==> src/sv/pnn_pkg.sv <==
// Shared types and constants for the periodic nearest-neighbour search block.
// Holds register indexes, axis codes and the controller/datapath command structs.
// No dependencies.
package pnn_pkg;

    localparam int CFG_INDEX_BITS = 3;

    typedef enum logic [CFG_INDEX_BITS-1:0] {
        REG_BOX_X   = 3'd0,
        REG_BOX_Y   = 3'd1,
        REG_BOX_Z   = 3'd2,
        REG_QUERY_X = 3'd3,
        REG_QUERY_Y = 3'd4,
        REG_QUERY_Z = 3'd5
    } cfg_reg_t;

    typedef enum logic [1:0] {
        AXIS_X = 2'd0,
        AXIS_Y = 2'd1,
        AXIS_Z = 2'd2
    } axis_t;

    typedef struct packed {
        logic  load_item;
        logic  fold;
        axis_t axis;
        logic  square;
        logic  accumulate;
        logic  update_min;
        logic  root_init;
        logic  root_step;
        logic  load_result;
    } pnn_cmd_t;

    typedef struct packed {
        logic last;
        logic out_full;
    } pnn_status_t;

endpackage

==> src/sv/pnn_if.sv <==
// Valid/ready channel interfaces for candidates, results and register writes.
// Depends on pnn_pkg for the register index width.
interface pnn_cand_if #(
    parameter int COORD_BITS = 24,
    parameter int ID_BITS    = 20
);
    logic                  valid;
    logic                  ready;
    logic [COORD_BITS-1:0] cand_x;
    logic [COORD_BITS-1:0] cand_y;
    logic [COORD_BITS-1:0] cand_z;
    logic [ID_BITS-1:0]    cand_id;
    logic                  last;

    modport source (output valid, cand_x, cand_y, cand_z, cand_id, last, input ready);
    modport sink   (input valid, cand_x, cand_y, cand_z, cand_id, last, output ready);
endinterface

interface pnn_result_if #(
    parameter int COORD_BITS = 24,
    parameter int ID_BITS    = 20
);
    logic                  valid;
    logic                  ready;
    logic                  found;
    logic [ID_BITS-1:0]    best_id;
    logic [COORD_BITS-1:0] best_distance;

    modport source (output valid, found, best_id, best_distance, input ready);
    modport sink   (input valid, found, best_id, best_distance, output ready);
endinterface

interface pnn_cfg_if #(
    parameter int COORD_BITS = 24
);
    logic                              valid;
    logic                              ready;
    logic [pnn_pkg::CFG_INDEX_BITS-1:0] index;
    logic [COORD_BITS-1:0]             data;

    modport source (output valid, index, data, input ready);
    modport sink   (input valid, index, data, output ready);
endinterface

==> src/sv/pnn_regs.sv <==
// Configuration register file: box sides and query point.
// Depends on pnn_pkg and pnn_cfg_if.
module pnn_regs
    import pnn_pkg::*;
#(
    parameter int COORD_BITS = 24
) (
    input  logic                  clk,
    input  logic                  rst_n,
    pnn_cfg_if.sink               cfg,
    output logic [COORD_BITS-1:0] box_x,
    output logic [COORD_BITS-1:0] box_y,
    output logic [COORD_BITS-1:0] box_z,
    output logic [COORD_BITS-1:0] query_x,
    output logic [COORD_BITS-1:0] query_y,
    output logic [COORD_BITS-1:0] query_z
);

    logic [COORD_BITS-1:0] box_x_reg, box_y_reg, box_z_reg;
    logic [COORD_BITS-1:0] query_x_reg, query_y_reg, query_z_reg;

    assign cfg.ready = 1'b1;

    always_ff @(posedge clk or negedge rst_n)
    begin
        if (!rst_n)
        begin
            box_x_reg   <= '1;
            box_y_reg   <= '1;
            box_z_reg   <= '1;
            query_x_reg <= '0;
            query_y_reg <= '0;
            query_z_reg <= '0;
        end
        else if (cfg.valid)
        begin
            // drop writes to unknown indexes
            unique case (cfg.index)
                REG_BOX_X:   box_x_reg   <= cfg.data;
                REG_BOX_Y:   box_y_reg   <= cfg.data;
                REG_BOX_Z:   box_z_reg   <= cfg.data;
                REG_QUERY_X: query_x_reg <= cfg.data;
                REG_QUERY_Y: query_y_reg <= cfg.data;
                REG_QUERY_Z: query_z_reg <= cfg.data;
                default:     ;
            endcase
        end
    end

    assign box_x   = box_x_reg;
    assign box_y   = box_y_reg;
    assign box_z   = box_z_reg;
    assign query_x = query_x_reg;
    assign query_y = query_y_reg;
    assign query_z = query_z_reg;

endmodule

==> src/sv/pnn_ctrl.sv <==
// Sequencer for the search: steps the datapath through fold, square and
// accumulate per axis, the minimum update, the square root and the result load.
// Depends on pnn_pkg.
module pnn_ctrl
    import pnn_pkg::*;
#(
    parameter int COORD_BITS = 24
) (
    input  logic        clk,
    input  logic        rst_n,
    input  logic        cand_valid,
    output logic        cand_ready,
    input  pnn_status_t status,
    output pnn_cmd_t    cmd
);

    localparam int CNT_BITS = $clog2(COORD_BITS);
    localparam logic [CNT_BITS-1:0] LAST_STEP = CNT_BITS'(COORD_BITS - 1);

    typedef enum logic [2:0] {
        S_IDLE,
        S_FOLD,
        S_SQUARE,
        S_ACC,
        S_UPDATE,
        S_ROOT_INIT,
        S_ROOT,
        S_EMIT
    } state_t;

    state_t                state_reg, state_next;
    axis_t                 axis_reg, axis_next;
    logic [CNT_BITS-1:0]   step_reg, step_next;
    logic                  ready_reg;
    logic                  accept;

    assign accept     = cand_valid && ready_reg;
    assign cand_ready = ready_reg;

    always_comb
    begin
        state_next = state_reg;
        axis_next  = axis_reg;
        step_next  = step_reg;
        unique case (state_reg)
            S_IDLE:
            begin
                if (accept)
                begin
                    state_next = S_FOLD;
                    axis_next  = AXIS_X;
                end
            end
            S_FOLD:   state_next = S_SQUARE;
            S_SQUARE: state_next = S_ACC;
            S_ACC:
            begin
                unique case (axis_reg)
                    AXIS_X:  begin axis_next = AXIS_Y; state_next = S_FOLD; end
                    AXIS_Y:  begin axis_next = AXIS_Z; state_next = S_FOLD; end
                    default: state_next = S_UPDATE;
                endcase
            end
            S_UPDATE: state_next = status.last ? S_ROOT_INIT : S_IDLE;
            S_ROOT_INIT:
            begin
                state_next = S_ROOT;
                step_next  = '0;
            end
            S_ROOT:
            begin
                step_next = step_reg + 1'b1;
                if (step_reg == LAST_STEP)
                    state_next = S_EMIT;
            end
            S_EMIT:
            begin
                // hold until the output register can take the result
                if (!status.out_full)
                    state_next = S_IDLE;
            end
            default:  state_next = S_IDLE;
        endcase
    end

    always_ff @(posedge clk or negedge rst_n)
    begin
        if (!rst_n)
        begin
            state_reg <= S_IDLE;
            axis_reg  <= AXIS_X;
            step_reg  <= '0;
            ready_reg <= 1'b0;
        end
        else
        begin
            state_reg <= state_next;
            axis_reg  <= axis_next;
            step_reg  <= step_next;
            ready_reg <= (state_next == S_IDLE);
        end
    end

    always_comb
    begin
        cmd             = '0;
        cmd.axis        = axis_reg;
        cmd.load_item   = accept;
        cmd.fold        = (state_reg == S_FOLD);
        cmd.square      = (state_reg == S_SQUARE);
        cmd.accumulate  = (state_reg == S_ACC);
        cmd.update_min  = (state_reg == S_UPDATE);
        cmd.root_init   = (state_reg == S_ROOT_INIT);
        cmd.root_step   = (state_reg == S_ROOT);
        cmd.load_result = (state_reg == S_EMIT) && !status.out_full;
    end

`ifndef SYNTHESIS
    a_ready_only_idle: assert property (@(posedge clk) disable iff (!rst_n)
        ready_reg |-> state_reg == S_IDLE)
        else $error("candidate ready outside idle");

    a_accept_drops_ready: assert property (@(posedge clk) disable iff (!rst_n)
        accept |=> !ready_reg && state_reg == S_FOLD)
        else $error("sequencer did not start after a request");

    a_no_load_when_full: assert property (@(posedge clk) disable iff (!rst_n)
        cmd.load_result |-> !status.out_full)
        else $error("result loaded over a waiting result");

    a_root_steps_bounded: assert property (@(posedge clk) disable iff (!rst_n)
        state_reg == S_ROOT && step_reg == LAST_STEP |=> state_reg == S_EMIT)
        else $error("square root overran its step count");
`endif

endmodule

==> src/sv/pnn_dp.sv <==
// Datapath: minimum-image fold, shared squarer, saturating sum, running
// minimum, bit-per-cycle square root and the output register.
// Depends on pnn_pkg.
module pnn_dp
    import pnn_pkg::*;
#(
    parameter int COORD_BITS = 24,
    parameter int ID_BITS    = 20
) (
    input  logic                  clk,
    input  logic                  rst_n,
    input  pnn_cmd_t              cmd,
    output pnn_status_t           status,
    input  logic [COORD_BITS-1:0] box_x,
    input  logic [COORD_BITS-1:0] box_y,
    input  logic [COORD_BITS-1:0] box_z,
    input  logic [COORD_BITS-1:0] query_x,
    input  logic [COORD_BITS-1:0] query_y,
    input  logic [COORD_BITS-1:0] query_z,
    input  logic [COORD_BITS-1:0] cand_x,
    input  logic [COORD_BITS-1:0] cand_y,
    input  logic [COORD_BITS-1:0] cand_z,
    input  logic [ID_BITS-1:0]    cand_id,
    input  logic                  last,
    output logic                  res_valid,
    input  logic                  res_ready,
    output logic                  found,
    output logic [ID_BITS-1:0]    best_id,
    output logic [COORD_BITS-1:0] best_distance
);

    localparam int C  = COORD_BITS;
    localparam int SQ = 2 * COORD_BITS;
    localparam int SUM_BITS = SQ + 2;
    localparam logic [SUM_BITS-1:0] SUM_CAP = {2'b00, {SQ{1'b1}}};

    // item registers
    logic [C-1:0]        cx_reg, cy_reg, cz_reg;
    logic [ID_BITS-1:0]  id_reg;
    logic                last_reg;

    // per-axis pipeline
    logic [C-1:0]        d_reg;
    logic [SQ-1:0]       prod_reg;
    logic [SUM_BITS-1:0] sum_reg;

    // running minimum
    logic [SQ-1:0]       min_sq_reg;
    logic [ID_BITS-1:0]  min_id_reg;
    logic                have_min_reg;

    // square root
    logic [SQ-1:0]       rad_reg;
    logic [C+1:0]        rem_reg;
    logic [C-1:0]        root_reg;

    // output register
    logic                res_valid_reg;
    logic                found_reg;
    logic [ID_BITS-1:0]  best_id_reg;
    logic [C-1:0]        best_dist_reg;

    logic [C-1:0]        q_sel, c_sel, box_sel;
    logic [C-1:0]        d_abs, d_fold;
    logic [C:0]          d_twice;
    logic [SQ-1:0]       sum_sat;
    logic                take_min;
    logic [C+1:0]        rem_shift, trial;
    logic                root_bit;

    always_comb
    begin
        unique case (cmd.axis)
            AXIS_X:  begin q_sel = query_x; c_sel = cx_reg; box_sel = box_x; end
            AXIS_Y:  begin q_sel = query_y; c_sel = cy_reg; box_sel = box_y; end
            default: begin q_sel = query_z; c_sel = cz_reg; box_sel = box_z; end
        endcase
        d_abs   = (q_sel >= c_sel) ? (q_sel - c_sel) : (c_sel - q_sel);
        d_twice = {d_abs, 1'b0};
        // fold past half the box onto the nearer periodic image
        if (d_twice > {1'b0, box_sel})
            d_fold = (box_sel >= d_abs) ? (box_sel - d_abs) : (d_abs - box_sel);
        else
            d_fold = d_abs;
    end

    assign sum_sat  = (sum_reg > SUM_CAP) ? SUM_CAP[SQ-1:0] : sum_reg[SQ-1:0];
    assign take_min = (sum_sat != '0) && (!have_min_reg || sum_sat < min_sq_reg);

    assign rem_shift = {rem_reg[C-1:0], rad_reg[SQ-1 -: 2]};
    assign trial     = {root_reg, 2'b01};
    assign root_bit  = (rem_shift >= trial);

    always_ff @(posedge clk)
    begin
        if (cmd.load_item)
        begin
            cx_reg   <= cand_x;
            cy_reg   <= cand_y;
            cz_reg   <= cand_z;
            id_reg   <= cand_id;
            last_reg <= last;
        end
        if (cmd.fold)
            d_reg <= d_fold;
        if (cmd.square)
            prod_reg <= d_reg * d_reg;
        if (cmd.load_item)
            sum_reg <= '0;
        else if (cmd.accumulate)
            sum_reg <= sum_reg + {2'b00, prod_reg};
        if (cmd.root_init)
        begin
            rad_reg  <= min_sq_reg;
            rem_reg  <= '0;
            root_reg <= '0;
        end
        else if (cmd.root_step)
        begin
            rad_reg  <= {rad_reg[SQ-3:0], 2'b00};
            rem_reg  <= root_bit ? (rem_shift - trial) : rem_shift;
            root_reg <= {root_reg[C-2:0], root_bit};
        end
        if (cmd.load_result)
        begin
            found_reg     <= have_min_reg;
            best_id_reg   <= have_min_reg ? min_id_reg : '0;
            best_dist_reg <= have_min_reg ? root_reg : '0;
        end
    end

    always_ff @(posedge clk or negedge rst_n)
    begin
        if (!rst_n)
        begin
            min_sq_reg    <= '1;
            min_id_reg    <= '0;
            have_min_reg  <= 1'b0;
            res_valid_reg <= 1'b0;
        end
        else
        begin
            if (cmd.load_result)
            begin
                // clear the minimum for the next search
                min_sq_reg   <= '1;
                min_id_reg   <= '0;
                have_min_reg <= 1'b0;
            end
            else if (cmd.update_min && take_min)
            begin
                min_sq_reg   <= sum_sat;
                min_id_reg   <= id_reg;
                have_min_reg <= 1'b1;
            end
            if (cmd.load_result)
                res_valid_reg <= 1'b1;
            else if (res_ready)
                res_valid_reg <= 1'b0;
        end
    end

    assign status.last     = last_reg;
    assign status.out_full = res_valid_reg && !res_ready;

    assign res_valid     = res_valid_reg;
    assign found         = found_reg;
    assign best_id       = best_id_reg;
    assign best_distance = best_dist_reg;

`ifndef SYNTHESIS
    a_min_valid_nonzero: assert property (@(posedge clk) disable iff (!rst_n)
        have_min_reg |-> min_sq_reg != '0)
        else $error("kept minimum is zero");

    a_empty_min_reset: assert property (@(posedge clk) disable iff (!rst_n)
        !have_min_reg |-> min_sq_reg == '1 && min_id_reg == '0)
        else $error("minimum not cleared while empty");

    a_result_clears_min: assert property (@(posedge clk) disable iff (!rst_n)
        cmd.load_result |=> !have_min_reg && res_valid_reg)
        else $error("result load did not clear the search");
`endif

endmodule

==> src/sv/periodic_nearest_neighbor.sv <==
// Periodic nearest-neighbour search, top level.
// A new candidate is taken only once the previous one is through: three axes of
// fold, square and add on one shared multiplier, then the minimum update.
// After the last candidate come the one-bit-per-cycle square root and the result
// load; the result waits in an output register.
// Reset clears the search and sets the box to all ones and the query to 0.
module periodic_nearest_neighbor
    import pnn_pkg::*;
#(
    parameter int COORD_BITS = 24,
    parameter int ID_BITS    = 20
) (
    input  logic          clk,
    input  logic          rst_n,
    pnn_cand_if.sink      cand,
    pnn_result_if.source  res,
    pnn_cfg_if.sink       cfg
);

    logic [COORD_BITS-1:0] box_x, box_y, box_z;
    logic [COORD_BITS-1:0] query_x, query_y, query_z;
    pnn_cmd_t              cmd;
    pnn_status_t           status;

    pnn_regs #(
        .COORD_BITS(COORD_BITS)
    ) u_regs (
        .clk     (clk),
        .rst_n   (rst_n),
        .cfg     (cfg),
        .box_x   (box_x),
        .box_y   (box_y),
        .box_z   (box_z),
        .query_x (query_x),
        .query_y (query_y),
        .query_z (query_z)
    );

    pnn_ctrl #(
        .COORD_BITS(COORD_BITS)
    ) u_ctrl (
        .clk        (clk),
        .rst_n      (rst_n),
        .cand_valid (cand.valid),
        .cand_ready (cand.ready),
        .status     (status),
        .cmd        (cmd)
    );

    pnn_dp #(
        .COORD_BITS(COORD_BITS),
        .ID_BITS   (ID_BITS)
    ) u_dp (
        .clk           (clk),
        .rst_n         (rst_n),
        .cmd           (cmd),
        .status        (status),
        .box_x         (box_x),
        .box_y         (box_y),
        .box_z         (box_z),
        .query_x       (query_x),
        .query_y       (query_y),
        .query_z       (query_z),
        .cand_x        (cand.cand_x),
        .cand_y        (cand.cand_y),
        .cand_z        (cand.cand_z),
        .cand_id       (cand.cand_id),
        .last          (cand.last),
        .res_valid     (res.valid),
        .res_ready     (res.ready),
        .found         (res.found),
        .best_id       (res.best_id),
        .best_distance (res.best_distance)
    );

endmodule

==> src/flat_wrapper.sv <==
// flat-port wrapper written by rule: the top's interface ports become plain ports
module periodic_nearest_neighbor_flat import pnn_pkg::*;
#(
    parameter int COORD_BITS = 24,
    parameter int ID_BITS    = 20
)
  (clk, rst_n, cand_valid, cand_cand_x, cand_cand_y, cand_cand_z, cand_cand_id, cand_last, cand_ready, res_valid, res_found, res_best_id, res_best_distance, res_ready, cfg_valid, cfg_index, cfg_data, cfg_ready);
  pnn_cand_if #(.COORD_BITS(COORD_BITS), .ID_BITS(ID_BITS)) cand_i ();
  pnn_result_if #(.COORD_BITS(COORD_BITS), .ID_BITS(ID_BITS)) res_i ();
  pnn_cfg_if #(.COORD_BITS(COORD_BITS)) cfg_i ();
  input  logic clk;
  input  logic rst_n;
  input wire logic [$bits(cand_i.valid)-1:0] cand_valid;
  input wire logic [$bits(cand_i.cand_x)-1:0] cand_cand_x;
  input wire logic [$bits(cand_i.cand_y)-1:0] cand_cand_y;
  input wire logic [$bits(cand_i.cand_z)-1:0] cand_cand_z;
  input wire logic [$bits(cand_i.cand_id)-1:0] cand_cand_id;
  input wire logic [$bits(cand_i.last)-1:0] cand_last;
  output wire logic [$bits(cand_i.ready)-1:0] cand_ready;
  output wire logic [$bits(res_i.valid)-1:0] res_valid;
  output wire logic [$bits(res_i.found)-1:0] res_found;
  output wire logic [$bits(res_i.best_id)-1:0] res_best_id;
  output wire logic [$bits(res_i.best_distance)-1:0] res_best_distance;
  input wire logic [$bits(res_i.ready)-1:0] res_ready;
  input wire logic [$bits(cfg_i.valid)-1:0] cfg_valid;
  input wire logic [$bits(cfg_i.index)-1:0] cfg_index;
  input wire logic [$bits(cfg_i.data)-1:0] cfg_data;
  output wire logic [$bits(cfg_i.ready)-1:0] cfg_ready;
  assign cand_i.valid = cand_valid;
  assign cand_i.cand_x = cand_cand_x;
  assign cand_i.cand_y = cand_cand_y;
  assign cand_i.cand_z = cand_cand_z;
  assign cand_i.cand_id = cand_cand_id;
  assign cand_i.last = cand_last;
  assign cand_ready = cand_i.ready;
  assign res_valid = res_i.valid;
  assign res_found = res_i.found;
  assign res_best_id = res_i.best_id;
  assign res_best_distance = res_i.best_distance;
  assign res_i.ready = res_ready;
  assign cfg_i.valid = cfg_valid;
  assign cfg_i.index = cfg_index;
  assign cfg_i.data = cfg_data;
  assign cfg_ready = cfg_i.ready;
  periodic_nearest_neighbor #(.COORD_BITS(COORD_BITS), .ID_BITS(ID_BITS)) u_core (.clk(clk), .rst_n(rst_n), .cand(cand_i), .res(res_i), .cfg(cfg_i));
endmodule
==> config.mk <==
export PLATFORM = sky130hd
export DESIGN_NAME = periodic_nearest_neighbor_flat
export DESIGN_NICKNAME = d
export VERILOG_FILES = /design/src/sv/pnn_pkg.sv /design/src/sv/pnn_if.sv /design/src/sv/pnn_regs.sv /design/src/sv/pnn_ctrl.sv /design/src/sv/pnn_dp.sv /design/src/sv/periodic_nearest_neighbor.sv /design/src/flat_wrapper.sv
export SDC_FILE = /design/constraint.sdc
export NUM_CORES = 2
export LEC_CHECK = 0
export BUFFER_PORTS_ARGS = -buffer_cell sky130_fd_sc_hd__clkbuf_2
export CORE_ASPECT_RATIO = 0.8
export CORE_MARGIN = 5
export CORE_UTILIZATION = 35
export CTS_CLUSTER_DIAMETER = 30
export DETAILED_ROUTE_END_ITERATION = 8
export PLACE_DENSITY = 0.55
export SLEW_MARGIN = 30
export SYNTH_ARGS = -nofsm -noshare
export SYNTH_HDL_FRONTEND = slang
export SYNTH_HIERARCHICAL = 1
export SYNTH_SLANG_ARGS = --single-unit
==> constraint.sdc <==
create_clock -name clk -period 11.15 [get_ports clk]
set_clock_uncertainty 0.15 [all_clocks]
set_input_delay 2.23 -clock clk [delete_from_list [all_inputs] [get_ports clk]]
set_output_delay 2.23 -clock clk [all_outputs]
set_load 0.02 [all_outputs]
# [Yosys cells after proc, flatten, opt, wreduce, memory -nomap -nowiden]
# Cells that the tools add are included.
[op_classes] mul=1 mux=28 shifts=0 n_addsub=7 n_reduce_logical=26 n_div=0 n_lt_le_gt_ge=6 n_eq_ne=16 bitwise=0
[op_table] operator="48-bit two-way mux" count=5
[op_table] operator="24-bit one-hot mux with 2 select lines" count=3
[op_table] operator="24-bit subtractor" count=5
[op_table] operator="24-bit two-way mux" count=4
[op_table] operator="50-bit by 48-bit adder with 50-bit output" count=1
[op_table] operator="50-bit by 48-bit greater-than comparator with 1-bit output (second input constant)" count=1
[op_table] operator="24-bit >= comparator" count=2
[op_table] operator="48-bit < comparator" count=1
[op_table] operator="24-bit by 24-bit multiplier with 48-bit output" count=1
[op_table] operator="48-bit nonzero test" count=1
[op_table] operator="20-bit two-way mux" count=2
[op_table] operator="26-bit >= comparator" count=1
[op_table] operator="25-bit by 24-bit greater-than comparator with 1-bit output" count=1
[op_table] operator="3-bit one-hot mux with 8 select lines" count=1
[op_table] operator="3-bit equality test (second input constant)" count=6
[op_table] operator="3-bit two-way mux" count=5
[op_table] operator="3-bit by 2-bit equality test with 1-bit output (second input constant)" count=4
[op_table] operator="2-bit AND reduction" count=6
[op_table] operator="5-bit one-hot mux with 2 select lines" count=1
[op_table] operator="3-bit logical NOT" count=3
[op_table] operator="2-bit one-hot mux with 2 select lines" count=2
[op_table] operator="2-bit nonzero test" count=4
[op_table] operator="3-bit by 1-bit equality test with 1-bit output (second input constant)" count=2
[op_table] operator="5-bit by 1-bit adder with 5-bit output (second input constant)" count=1
[op_table] operator="other kinds (12)" count=21
[totals] ram_bits=0 romBits=0 memories=0 wordCells=112 latchBits=0 regBits=581

# [Logic depth before layout (Yosys ltp)]
[depth] ltp_word=8 ltp_mapped=36 ltp_nobuf=29

# [Modules after synthesis]
# The synthesis kept the hierarchy.
[modules_own_cells] mod="pnn_dp" area_each_um2=43407.9 cells_each=4527 n_inst=1
[modules_own_cells] mod="pnn_regs" area_each_um2=5791.8 cells_each=312 n_inst=1
[modules_own_cells] mod="pnn_ctrl" area_each_um2=653.1 cells_each=68 n_inst=1

# [Worst setup path before layout]
# No wires, ideal clock.
[synth_path] path_kind="register -> register" from="register u_core.u_ctrl.axis_reg[0]" to="register u_core.u_dp.d_reg[22], data pin" n_path_buf=3 path_stages_with_launch=30 t_required_ns=10.740 setup_time_ns=0.260 t_arrival_ns=7.316 setup_slack_ns=3.424 cell_sequence="dfrtp_1 clkbuf_1 clkbuf_1 mux2i_1 o21ai_0 inv_1 fa_1 nand3_1 and2_1 a311oi_2 nor4b_1 o31a_1 mux2_4 a221o_1 o2bb2ai_1 nand2b_1 xnor2_1 inv_1 ha_1 a21o_1 a211o_1 or3_1 o21ai_2 buf_2 mux2_2 a31o_2 a211oi_1 o31ai_1 xor2_1 mux2_4"
[synth_between] elab_chain_cells=7 elab_cells_between_ends=15
[synth_lines] element="from (decl)" line_no="pnn_ctrl.sv:32" rtl="axis_t axis_reg, axis_next;"
[synth_lines] element="from (signal assigned)" line_no="pnn_ctrl.sv:98" rtl="axis_reg <= axis_next;"
[synth_lines] element="2-bit by 1-bit equality test with 1-bit output / 2-bit logical NOT (equally long branches)" line_no="pnn_dp.sv:73" rtl="unique case (cmd.axis)"
[synth_lines] element="24-bit one-hot mux with 2 select lines" line_no="pnn_dp.sv:73"
[synth_lines] element="24-bit subtractor / 24-bit >= comparator (equally long branches)" line_no="pnn_dp.sv:78" rtl="d_abs = (q_sel >= c_sel) ? (q_sel - c_sel) : (c_sel - q_sel);"
[synth_lines] element="24-bit two-way mux" line_no="pnn_dp.sv:78"
[synth_lines] element="24-bit subtractor / 24-bit >= comparator (equally long branches)" line_no="pnn_dp.sv:82" rtl="d_fold = (box_sel >= d_abs) ? (box_sel - d_abs) : (d_abs - box_sel);"
[synth_lines] element="24-bit two-way mux" line_no="pnn_dp.sv:82"
[synth_lines] element="24-bit two-way mux (*)" line_no="pnn_dp.sv:81" rtl="if (d_twice > {1'b0, box_sel})"
[synth_lines] element="net u_core.u_dp.d_fold[22]" line_no="pnn_dp.sv:64" rtl="logic [C-1:0] d_abs, d_fold;"
[synth_lines] element="to (signal assigned)" line_no="pnn_dp.sv:105" rtl="d_reg <= d_fold;"
[synth_lines] element="to (decl)" line_no="pnn_dp.sv:43" rtl="logic [C-1:0] d_reg;"
# The timed path passes the listed nets; every way through them passes the cells marked *.
# A chain may end at the register's enable or synchronous reset.

# [Final worst setup path]
[layout_path] from="register u_core.u_ctrl.axis_reg[0]" to="register u_core.u_dp.d_reg[19], data pin"
# Same word-level chain as after synthesis.

==> results.cfg <==
[final_layout]
drive_gt1_share_pct = 15.1
area_growth_pct = 13.5
largest_reg_flops = 50
area.sequential_mm2 = 0.0155
multi_input_area_mm2 = 0.0305
final_nets = 6014
fillers = 13700

[clock_tree]
ctsRootBufferMaster = clkbuf_16
clkSinkCount = 580
cts_htree_levels = 3
clk_latency_ns = 0.70
cts_tree = yes
ctsResizeCount = 0
cts_inserted_buffers = 109
hold_buffers = 0
cts_post_setup_buffers_inserted = 0
path_clk_slew_ns = 0.06
clk_path_buf_depth = 3

[timing]
maxSlewViolCount = 0
max_freq_ghz = 0.106
worstMarginPinSlew_ns = 0.981
setup_violations = 0
hold_viol_final = 0
slew_headroom_pct = 32.9
fin_crit_ns = 9.43
rsz0062_at_grt = false
fin_crit_sh_pct = 84.6
fin_setup_tns_ns = 0

[routing]
drtIter0Drc = 1934
first_pass_iters = 6
routed_wl_um = 119000
avgRoutedWirePerCell_um = 16.9
routed_via_density = 4.87
drtAntennaViolNets = 0
drc = 0
num_vias = 34200

[placement]
portBuffers = 171
dp_hpwl_um = 89400
gp_congestion = 0.860

[yosys]
synth_flop_cell = edfxtp_1
avgSynthCellArea_um2 = 10.2
ys_async_sr_fraction_pct = 38.8
syn_nets = 5875
ys_seq_elements = 580
ys_warn_count = 6
synth.distinct_cells = 96
ys_seq_area_share_pct = 31.0
syn_area_mm2 = 0.0499
synth_edf_count = 257
synthCells = 4907

[grt]
grt_pass1_wl_um = 194000
antenna_found_initial = 1
grt_overflow_total = 0
gr-usage-all-layers_pct = 15.9
grt_pass1_vias = 35300
grt_max_degree = 137

[setup_path]
crit_path_max_incr_delay_ns = 0.93
worstSetupPathType = register to register
arrival_ns = 9.71
crit_required_ns = 11.43
critical-path-slowest-cell = dfrtp_4
critPathCaptureType = register
critPathMaxFanout = 42
crit_path_start_kind = register

[die]
dieArea_mm2 = 0.150
initial_core_util_pct = 35.3
io_pins = 173
core-area_mm2 = 0.141
rows = 123
die_x_um = 432
die_y_um = 348

[status]
status = finished, final reports clean

[run]
maxCapViolCount = 0

[min_path]
min_path_type = register to register
[cell usage after synthesis, types with 28 or more instances]
| library cell | count | area share, % |
|---|---|---|
| o21ai_0 | 162 | 1.6 |
| nor3_1 | 31 | 0.31 |
| mux2_2 | 132 | 3.0 |
| mux2_4 | 64 | 1.9 |
| and2_1 | 152 | 1.9 |
| or3_1 | 62 | 0.78 |
| inv_1 | 808 | 6.1 |
| nor2b_1 | 41 | 0.51 |
| edfxtp_1 | 257 | 15 |
| nand2b_1 | 39 | 0.49 |
| nor2_1 | 240 | 1.8 |
| dfxtp_1 | 98 | 3.9 |
| a21o_1 | 145 | 2.2 |
| nand2_1 | 396 | 3.0 |
| xor2_1 | 59 | 1.0 |
| a21oi_1 | 192 | 1.9 |
| dfstp_2 | 120 | 6.3 |
| xnor2_1 | 91 | 1.6 |
| nand4_1 | 32 | 0.40 |
| mux2i_1 | 251 | 5.0 |
| o21bai_1 | 28 | 0.42 |
| ha_1 | 414 | 10 |
| nand3_1 | 42 | 0.42 |
| a211oi_1 | 44 | 0.66 |
| dfrtp_1 | 105 | 5.3 |
| fa_1 | 429 | 17 |
| clkbuf_1 | 137 | 1.0 |
[metal layers]
metal | wire, um | GRT usage [%]
met3 | 4790 | 2.37
met5 | 0 | 0
met2 | 52100 | 24.7
met4 | 2170 | 3.62
met1 | 59900 | 23.4
[metrics by stage]
step                      hold WS [ns]  setup slack, ns  instance area, um2  std cells  utilization, %
after floorplan                  0.288             3.42               49900       4907               -
after global placement           0.303             1.73               52600       6807            37.3
after detailed placement         0.309             1.61               52600       6809            37.3
after CTS                        0.320             1.57               56600       7016            40.1
after global routing             0.353             1.15               56600       7018            40.1
final                            0.321             1.72               56600       7019            40.1
[cell usage in the layout (no fill, tap or decap), types with 17 or more instances in the layout]
cell type	synthesis	routed
ha_1	414	414
xor2_1	59	59
nor3_1	31	31
o21bai_1	28	28
buf_4	7	46
nand3_1	42	42
mux2_4	64	64
nand4_1	32	32
dfstp_2	120	120
nand2b_1	39	39
mux2i_1	251	251
dfrtp_1	105	102
clkbuf_2	0	170
a21oi_1	192	192
or3_1	62	62
o21a_1	17	17
a21o_1	145	145
dfxtp_1	98	98
xnor2_1	91	91
nor2b_1	41	41
inv_1	808	806
nand2_1	396	396
edfxtp_1	257	257
o21ai_0	162	162
o211ai_1	18	18
a211oi_1	44	43
a31oi_1	24	24
fa_1	429	429
bufinv_16	0	17
and3_1	18	17
clkbuf_16	0	109
nor2_1	240	239
and2_1	152	151
mux2_2	132	132
[cells by family (layout without fill, tap and decap cells)]
family,Yosys count,in the layout,synth area share (%)
AND/OR/NAND/NOR,1120,1120,11.0
buffers and inverters,1005,1240,7.90
adder cells (fa/ha/maj),843,843,27.6
AO/OA/AOI/OAI,752,752,9.70
flip-flops,580,580,31.0
multiplexers,456,456,10.2
XOR/XNOR,150,150,2.64
other,1,3,0.00752
[final timing paths]
kind,from,end,slack (ns),depth (start not counted)
worst min register to register,u_core/u_ctrl/step_reg[4],u_core/u_ctrl/step_reg[4],0.32,1
max in group asynchronous,rst_n,u_core/u_dp/have_min_reg,8.02,2
worst min-delay path,u_core/u_ctrl/step_reg[4],u_core/u_ctrl/step_reg[4],0.32,1
min in group asynchronous,rst_n,u_core/u_regs/query_y[21],1.41,1
worst max register to register,u_core/u_ctrl/axis_reg[0],u_core/u_dp/d_reg[19],1.72,28
worst max-delay path,u_core/u_ctrl/axis_reg[0],u_core/u_dp/d_reg[19],1.72,28
[cell type report]
class	instances	share of cell area, %
inverters	811	5.39
clock buffers	128	5.03
well taps	1875	4.14
diodes	2	0.00884
multi-input cells	3322	53.9
flip-flops and latches	580	27.3
clock inverters	79	1.89
repair buffers	222	2.29
[critical path: cells and delay by family, from the launching register on]
family                     cells  cell delay, ns
AOI/OAI and AO/OA              9            2.92
and+or+nand+nor                7            1.59
muxes                          4            1.19
buffers and inverters          4            1.06
DFF                            1            0.93
adders and majority gates      2            0.89
xor gates and xnor gates       2            0.36
Power is not shown: default switching activity piles up to over one toggle a cycle in this logic, so the estimate is an artifact.
